[src/rtl/core/crs_pkg.sv]
// Package for the clip rectangle stack: rectangle and intersection types, operation codes,
// register indexes, reset values and the default depth. No dependencies.
package crs_pkg;

   localparam int MAX_DEPTH_DEF = 16;

   localparam logic [1:0] OP_QUERY = 2'd0;
   localparam logic [1:0] OP_PUSH  = 2'd1;
   localparam logic [1:0] OP_POP   = 2'd2;
   localparam logic [1:0] OP_CLEAR = 2'd3;

   localparam logic REG_FRAME_WIDTH  = 1'b0;
   localparam logic REG_FRAME_HEIGHT = 1'b1;

   localparam logic [14:0] FRAME_WIDTH_RST  = 15'd640;
   localparam logic [14:0] FRAME_HEIGHT_RST = 15'd480;

   typedef struct packed {
      logic signed [15:0] x;
      logic signed [15:0] y;
      logic [14:0]        w;
      logic [14:0]        h;
   } rect_type;

   typedef struct packed {
      logic        visible;
      rect_type    rect;
      logic [15:0] skip_x;
      logic [15:0] skip_y;
   } isect_type;

endpackage

[src/rtl/core/crs_isect.sv]
// Intersection of one rectangle with the current clip rectangle.
// Depends on crs_pkg.
module crs_isect (
   input  crs_pkg::rect_type  clip,
   input  crs_pkg::rect_type  rect,
   output crs_pkg::isect_type result
);
   import crs_pkg::*;

   logic signed [16:0] x1;
   logic signed [16:0] y1;
   logic signed [16:0] x2;
   logic signed [16:0] y2;
   logic signed [16:0] rx2;
   logic signed [16:0] ry2;
   logic signed [16:0] cx2;
   logic signed [16:0] cy2;
   logic signed [17:0] dw;
   logic signed [17:0] dh;
   logic signed [16:0] sx;
   logic signed [16:0] sy;
   logic               has_w;
   logic               has_h;

   always_comb begin
      rx2 = {rect.x[15], rect.x} + $signed({2'b00, rect.w});
      ry2 = {rect.y[15], rect.y} + $signed({2'b00, rect.h});
      cx2 = {clip.x[15], clip.x} + $signed({2'b00, clip.w});
      cy2 = {clip.y[15], clip.y} + $signed({2'b00, clip.h});
      x1  = (rect.x > clip.x) ? {rect.x[15], rect.x} : {clip.x[15], clip.x};
      y1  = (rect.y > clip.y) ? {rect.y[15], rect.y} : {clip.y[15], clip.y};
      x2  = (rx2 < cx2) ? rx2 : cx2;
      y2  = (ry2 < cy2) ? ry2 : cy2;
      dw  = {x2[16], x2} - {x1[16], x1};
      dh  = {y2[16], y2} - {y1[16], y1};
      sx  = x1 - {rect.x[15], rect.x};
      sy  = y1 - {rect.y[15], rect.y};
      has_w = (dw > 18'sd0);
      has_h = (dh > 18'sd0);

      // Width and height are clamped at zero; they never exceed the input size.
      result.rect.x   = x1[15:0];
      result.rect.y   = y1[15:0];
      result.rect.w   = has_w ? dw[14:0] : 15'd0;
      result.rect.h   = has_h ? dh[14:0] : 15'd0;
      result.skip_x   = sx[15:0];
      result.skip_y   = sy[15:0];
      result.visible  = (clip.w != 15'd0) && (clip.h != 15'd0) && has_w && has_h;
   end

endmodule

[src/rtl/core/clip_rect_stack_core.sv]
// Top level of the clip rectangle stack: input register, stack state and
// result register. Depends on crs_pkg and crs_isect.
//
//   channel | dir | handshake               | word
//   req     | in  | req_tvalid/req_tready   | tuser: op; tdata: rect x, y, w, h
//   rsp     | out | rsp_tvalid/rsp_tready   | tuser: visible, overflow; tdata: rect, skips
//   csr     | in  | csr_we                  | frame width / height
//
// One word is accepted per cycle unless the result stalls; results are registered.
// The stack top is held in a register and the entry below it is prefetched
// from the stack memory by a registered read, so pushes and pops sustain one
// word per cycle. Reset empties the stack and restores the frame size.
// A stalled result holds the input register; new words then wait.
module clip_rect_stack_core #(
   parameter int MAX_DEPTH = crs_pkg::MAX_DEPTH_DEF
) (
   input  logic        clock,
   input  logic        reset,
   input  logic        req_tvalid,
   output logic        req_tready,
   // operation[1:0]
   input  logic [1:0]  req_tuser,
   // rect_x[15:0], rect_y[31:16], rect_w[46:32], rect_h[61:47], zero[63:62]
   input  logic [63:0] req_tdata,
   output logic        rsp_tvalid,
   input  logic        rsp_tready,
   // visible[0], overflow[1]
   output logic [1:0]  rsp_tuser,
   // clipped_x[15:0], clipped_y[31:16], clipped_w[46:32], clipped_h[61:47],
   // skip_x[77:62], skip_y[93:78], zero[95:94]
   output logic [95:0] rsp_tdata,
   input  logic        csr_we,
   input  logic        csr_addr,
   input  logic [14:0] csr_wdata
);
   import crs_pkg::*;

   localparam int CW = $clog2(MAX_DEPTH + 1);
   localparam int AW = (MAX_DEPTH > 1) ? $clog2(MAX_DEPTH) : 1;

   logic [14:0]   frame_w_ff;
   logic [14:0]   frame_h_ff;

   logic          in_valid_ff;
   logic [1:0]    in_op_ff;
   rect_type      in_rect_ff;

   logic [CW-1:0] count_ff;
   logic [CW-1:0] count_in;
   rect_type      top_ff;
   rect_type      top_in;
   rect_type      below_ff;
   rect_type      stack_mem [MAX_DEPTH];
   logic [CW-1:0] rd_sub;
   logic [AW-1:0] rd_addr;

   logic          rsp_valid_ff;
   logic          rsp_visible_ff;
   rect_type      rsp_rect_ff;
   logic [15:0]   rsp_skip_x_ff;
   logic [15:0]   rsp_skip_y_ff;
   logic          rsp_ovf_ff;

   rect_type      clip;
   isect_type     isect;
   logic          advance;
   logic          full;
   logic          do_push;

   // Configuration registers.
   always_ff @(posedge clock) begin
      if (reset) begin
         frame_w_ff <= FRAME_WIDTH_RST;
         frame_h_ff <= FRAME_HEIGHT_RST;
      end else if (csr_we) begin
         unique case (csr_addr)
            REG_FRAME_WIDTH:  frame_w_ff <= csr_wdata;
            REG_FRAME_HEIGHT: frame_h_ff <= csr_wdata;
            default: ;
         endcase
      end
   end

   assign advance    = in_valid_ff && (!rsp_valid_ff || rsp_tready);
   assign req_tready = !in_valid_ff || advance;

   always_ff @(posedge clock) begin
      if (reset) begin
         in_valid_ff <= 1'b0;
      end else if (req_tready) begin
         in_valid_ff <= req_tvalid;
      end
   end

   always_ff @(posedge clock) begin
      if (req_tready && req_tvalid) begin
         in_op_ff     <= req_tuser;
         in_rect_ff.x <= req_tdata[15:0];
         in_rect_ff.y <= req_tdata[31:16];
         in_rect_ff.w <= req_tdata[46:32];
         in_rect_ff.h <= req_tdata[61:47];
      end
   end

   // The frame is the clip while the stack is empty.
   always_comb begin
      if (count_ff == '0) begin
         clip.x = 16'sd0;
         clip.y = 16'sd0;
         clip.w = frame_w_ff;
         clip.h = frame_h_ff;
      end else begin
         clip = top_ff;
      end
   end

   crs_isect u_isect (
      .clip   (clip),
      .rect   (in_rect_ff),
      .result (isect)
   );

   assign full    = (count_ff == CW'(MAX_DEPTH));
   assign do_push = advance && (in_op_ff == OP_PUSH) && !full;

   always_comb begin
      count_in = count_ff;
      top_in   = top_ff;
      if (advance) begin
         unique case (in_op_ff)
            OP_PUSH: begin
               if (!full) begin
                  count_in = count_ff + CW'(1);
                  top_in   = isect.rect;
               end
            end
            OP_POP: begin
               if (count_ff != '0) begin
                  count_in = count_ff - CW'(1);
                  top_in   = below_ff;
               end
            end
            OP_CLEAR: count_in = '0;
            default: ;
         endcase
      end
   end

   // Prefetch the entry below the next top; it was written earlier whenever two or more entries remain.
   assign rd_sub  = count_in - CW'(2);
   assign rd_addr = rd_sub[AW-1:0];

   always_ff @(posedge clock) begin
      if (do_push) begin
         stack_mem[count_ff[AW-1:0]] <= isect.rect;
      end
      below_ff <= stack_mem[rd_addr];
   end

   always_ff @(posedge clock) begin
      if (reset) begin
         count_ff <= '0;
      end else begin
         count_ff <= count_in;
      end
      top_ff <= top_in;
   end

   // Result register.
   always_ff @(posedge clock) begin
      if (reset) begin
         rsp_valid_ff <= 1'b0;
      end else if (advance) begin
         rsp_valid_ff <= 1'b1;
      end else if (rsp_tready) begin
         rsp_valid_ff <= 1'b0;
      end
   end

   always_ff @(posedge clock) begin
      if (advance) begin
         if (in_op_ff == OP_QUERY && isect.visible) begin
            rsp_visible_ff <= 1'b1;
            rsp_rect_ff    <= isect.rect;
            rsp_skip_x_ff  <= isect.skip_x;
            rsp_skip_y_ff  <= isect.skip_y;
         end else begin
            rsp_visible_ff <= 1'b0;
            rsp_rect_ff    <= '0;
            rsp_skip_x_ff  <= '0;
            rsp_skip_y_ff  <= '0;
         end
         rsp_ovf_ff <= (in_op_ff == OP_PUSH) && full;
      end
   end

   assign rsp_tvalid = rsp_valid_ff;
   assign rsp_tuser  = {rsp_ovf_ff, rsp_visible_ff};
   assign rsp_tdata  = {2'b00, rsp_skip_y_ff, rsp_skip_x_ff, rsp_rect_ff.h,
                        rsp_rect_ff.w, rsp_rect_ff.y, rsp_rect_ff.x};

`ifndef SYNTHESIS
   a_count_bound: assert property (@(posedge clock) disable iff (reset)
      count_ff <= CW'(MAX_DEPTH))
      else $error("stack count beyond depth");

   a_clear_empties: assert property (@(posedge clock) disable iff (reset)
      (advance && in_op_ff == OP_CLEAR) |=> (count_ff == '0))
      else $error("clear did not empty the stack");

   a_push_grows: assert property (@(posedge clock) disable iff (reset)
      do_push |=> (count_ff == $past(count_ff) + CW'(1)))
      else $error("push did not grow the stack");

   a_ovf_not_visible: assert property (@(posedge clock) disable iff (reset)
      rsp_valid_ff |-> !(rsp_ovf_ff && rsp_visible_ff))
      else $error("overflow and visible both set");

   a_visible_nonempty: assert property (@(posedge clock) disable iff (reset)
      (rsp_valid_ff && rsp_visible_ff) |->
         (rsp_rect_ff.w != 15'd0 && rsp_rect_ff.h != 15'd0))
      else $error("visible result with empty rectangle");
`endif

endmodule
[config.mk]
export PLATFORM = sky130hd
export DESIGN_NAME = clip_rect_stack_core
export DESIGN_NICKNAME = d
export VERILOG_FILES = /design/src/rtl/core/crs_pkg.sv /design/src/rtl/core/crs_isect.sv /design/src/rtl/core/clip_rect_stack_core.sv
export SDC_FILE = /design/constraint.sdc
export NUM_CORES = 2
export LEC_CHECK = 0
export ABC_CLOCK_PERIOD_IN_PS = 9600
export BUFFER_PORTS_ARGS = -buffer_cell sky130_fd_sc_hd__buf_2
export CAP_MARGIN = 25
export CORE_ASPECT_RATIO = 0.75
export CORE_MARGIN = 3
export CORE_UTILIZATION = 45
export DETAILED_ROUTE_END_ITERATION = 12
export HOLD_SLACK_MARGIN = 0.06
export SLEW_MARGIN = 25
export SYNTH_ARGS = -nofsm -noshare
export SYNTH_HDL_FRONTEND = slang
export SYNTH_HIERARCHICAL = 1
export SYNTH_SLANG_ARGS = --single-unit
export TNS_END_PERCENT = 5
[constraint.sdc]
create_clock -name clock -period 9.6 [get_ports clock]
set_input_delay 0.48 -clock clock [delete_from_list [all_inputs] [get_ports clock]]
set_output_delay 0.48 -clock clock [all_outputs]
set_load 0.05 [all_outputs]
==> results.md <==
- Worst setup margin: 0.3735 ns
- Starting density of the core: 0.4551
- Fillcell total: 11237
- I/O pins: 187
- Commonest cells in the netlist: nand2_1 (1399), edfxtp_1 (1214), a21oi_1 (631)
- Post-synthesis mux area share: 0.006992
- Slowest CP cell: or4b_4
- Largest cells by area after synthesis: edfxtp_1 (62%), nand2_1 (8.9%), a21oi_1 (5.4%)
- Die ar.: 135200 um2
- Simple-gate area share of the yosys netlist: 0.1426
- Required @ worst endpoint: 10.10 ns
- Antenna violations before repair: 4
- Cell Area, Placed: 62090 um2
- Number of flops mapped to enable cells by yosys: 1214
- Top achievable clock speed: 108.4 MHz
- Latest clock arrival within the worst-skew pair: 0.74 ns
- #FFs+latches synth: 1313
- Max-slew headroom: 0.03896
- Sink Count: 1313
- First-pass GRT wire length: 250300 um
- Syn-to-layout area delta: 14.38%
- Place WS: -0.2296 ns
- Hold Crit Class: input pin to flop
- Pwr dens: 270.1 nW/um2
- Yosys warning total: 6
- Post-Layout Cell Count: 7285
- CP bufs+invs: 5
- Synth Area in XOR/XNOR: 0.01384
- Fin crit period: 9.226 ns
- Cell variety after synth: 85
- CP max stage delay: 0.56 ns
- Finished Core Util: 0.5205
- # placed instances: 6953
- CP Launch Type: flop
- Final Cycle Share: 0.9611
- Asr flop ratio synth: 0
- Site row count: 114
- Avg Vias per Cell: 5.642
- Share of the synthesized area in the top cell type: 0.6192
- Vias in the first global route: 39101
- Total congestion overflow: 0
- Multi-input gate area: 19180 um2
- Worst Path Arrival: 9.72 ns
- Status: complete, no violations
- Syn avg cell area: 11.37 um2
- Core area: 129400 um2
- Peak supply drop: 323.8 uV
- Die Span X: 423.7 um
- Root Driver: clkbuf_16
- Crit path top cell by count: ha_1
- Count leader, synth: nand2_1
- Register area: 38440 um2
- Final Instance Area: 67340 um2
- H-tree Lvls: 3
- Max Cap Viol: 0
- Routed Antenna Nets: 0
- Final nets: 5723
- Clk_skew: 0.02640 ns
- Share of post-route cells with drive strength above 1: 0.1083
- CTS Buffer Depth: 3
- LEAKAGE: 25.10 nW
- Post-synthesis adder-cell area fraction: 0.04370
- TritonCTS clock tree: built
- Setup violators final: 0
- Final WL: 169500 um
- Placer Congestion: 0.9035
- Total clock buffers created by CTS: 120
- HPWL after DPL: 96550 um
- Crit Path Max Fanout: 71
- Worst-path clk slew: 0.07 ns
- Worst setup path class: flop to flop
- 1st-iter DRT viols: 4704
- Critical Path End Type: flop
- DRC viols: 0
- GRT Resource Usage Total: 0.2446
- Seq/Total Area, Yosys: 0.6529
- Mapped Cells: 5180
- Post-Syn Area: 58870 um2
- Slew Viols, Final: 0
- Drt wl/cell: 23.26 um
- Largest net degree at the start of global routing: 182
- Predominant post-synthesis flop cell: edfxtp_1
- Largest family of logic cells by synthesized area: simple AND/OR/NAND/NOR gates
- Measured slew at the worst slew-check pin: 1.442 ns
- Via count: 41105
- Compound-Gate Fraction of Synth Area: 0.1112
- DR pass1 iterations: 7
- Cell taking the most area after synthesis: edfxtp_1
- Die span in y: 319.2 um
- Input/output buffers: 182
- Final hold vios: 0
- CP top delay family: compound AO/OA/AOI/OAI gates
==> metrics by stage <==
step / total power [W] / setup TNS (ns) / hold WS (ns)
6_report: 0.01819 / 0 / 0.2049
3_5_place_dp: 0.01305 / -18.16 / 0.4506
3_3_place_gp: 0.01295 / 0 / 0.4488
4_1_cts: 0.01803 / 0 / 0.1438
2_1_floorplan: 0.01091 / 0 / 0.4366
5_1_grt: 0.01900 / -0.6780 / 0.1896
==> cell type report <==
type                            instances  area share
Sequential cell                      1313      0.5708
Inverter                              147    0.008343
Clock inverter                         64     0.01013
Timing Repair Buffer                  399     0.04275
Multi-Input combinational cell       3455      0.2849
Clock buffer                          164     0.05067
Antenna cell                            3   0.0001115
Tap cell                             1740     0.03233
==> layer usage <==
layer  track usage  share of wire  vias up
met5             0       0.000089        -
met4       0.05284          0.020        2
met3       0.03050          0.068      205
met2        0.3935           0.46     1438
met1        0.3574           0.45    20379
li1              -              -    19081
==> kinds of logic after synthesis <==
logic type	count (synthesis)
DFF	1313
adders and majority gates	201
xor gates and xnor gates	93
muxes	39
other	1
and+or+nand+nor	1950
buffers and inverters	415
AOI/OAI and AO/OA	1168
==> report_power, final <==
part	internal (W)	switching, W
Sequential	0.00744	0.000145
Combinational	0.00176	0.00388
Clock	0.00283	0.00213
==> path summary, 6_finish.rpt <==
path	from	endpoint	slack [ns]	cells past startpoint
min reg2reg	frame_w_ff[3]	frame_w_ff[3]	0.46	2
max reg2reg	count_ff[1]	rsp_tdata[14]	0.37	35
min	rsp_tready	rsp_tvalid	0.20	3
max	count_ff[1]	rsp_tdata[14]	0.37	35
==> worst register-to-register path, delay by kind of cell (launching register included) <==
kind / cells / cell delay, ns
compound gates: 16 / 3.71
simple gates: 8 / 2.32
fa+ha+maj: 4 / 1.25
buf+inv: 5 / 1.02
flops: 1 / 0.31
mux: 1 / 0.22
xor+xnor: 1 / 0.16
==> cells in the final DEF (no fill, tap or decap), types with 22 or more instances in the layout <==
cell type      synthesis  layout
a21o_1                50      50
a21oi_1              631     628
and2_1                40      39
and3_1               115     107
buf_2                 74     182
buf_4                  4     122
clkbuf_1             157      23
clkbuf_16              0     123
clkinv_2               0      29
dfxtp_1               99      99
dlygate4sd3_1          0      80
edfxtp_1            1214    1214
ha_1                 192     191
inv_1                146     145
mux2i_1               22      22
nand2_1             1399    1399
nand2b_1              28      27
nand3_1               32      32
nand4_1               78      78
nor2_1               119     102
nor2b_1               30      29
nor3_1                37      37
o21a_1                37      37
o21ai_0              263     246
o21ai_1               57      71
xnor2_1               58      58
xor2_1                35      35
==> flip-flops by register name, indices dropped and copies added (netlist names), 5 cells and up <==
signal and flops:
stack_mem 992, below_ff 62, in_rect_ff 62, rsp_tdata 62, top_ff 62, rsp_skip_x_ff 16, rsp_skip_y_ff 16, frame_h_ff 15
frame_w_ff 15, count_ff 5
==> what timing repair did <==
action,CTS,global route
pin swaps,0,8
hold buffers,80,0
setup endpoints to repair,149,588
resized for setup,1,30
endpoints found under the hold margin,95,0
buffers inserted,0,19
cloned,0,2
Note: power is estimated with default switching activity, not from simulation.
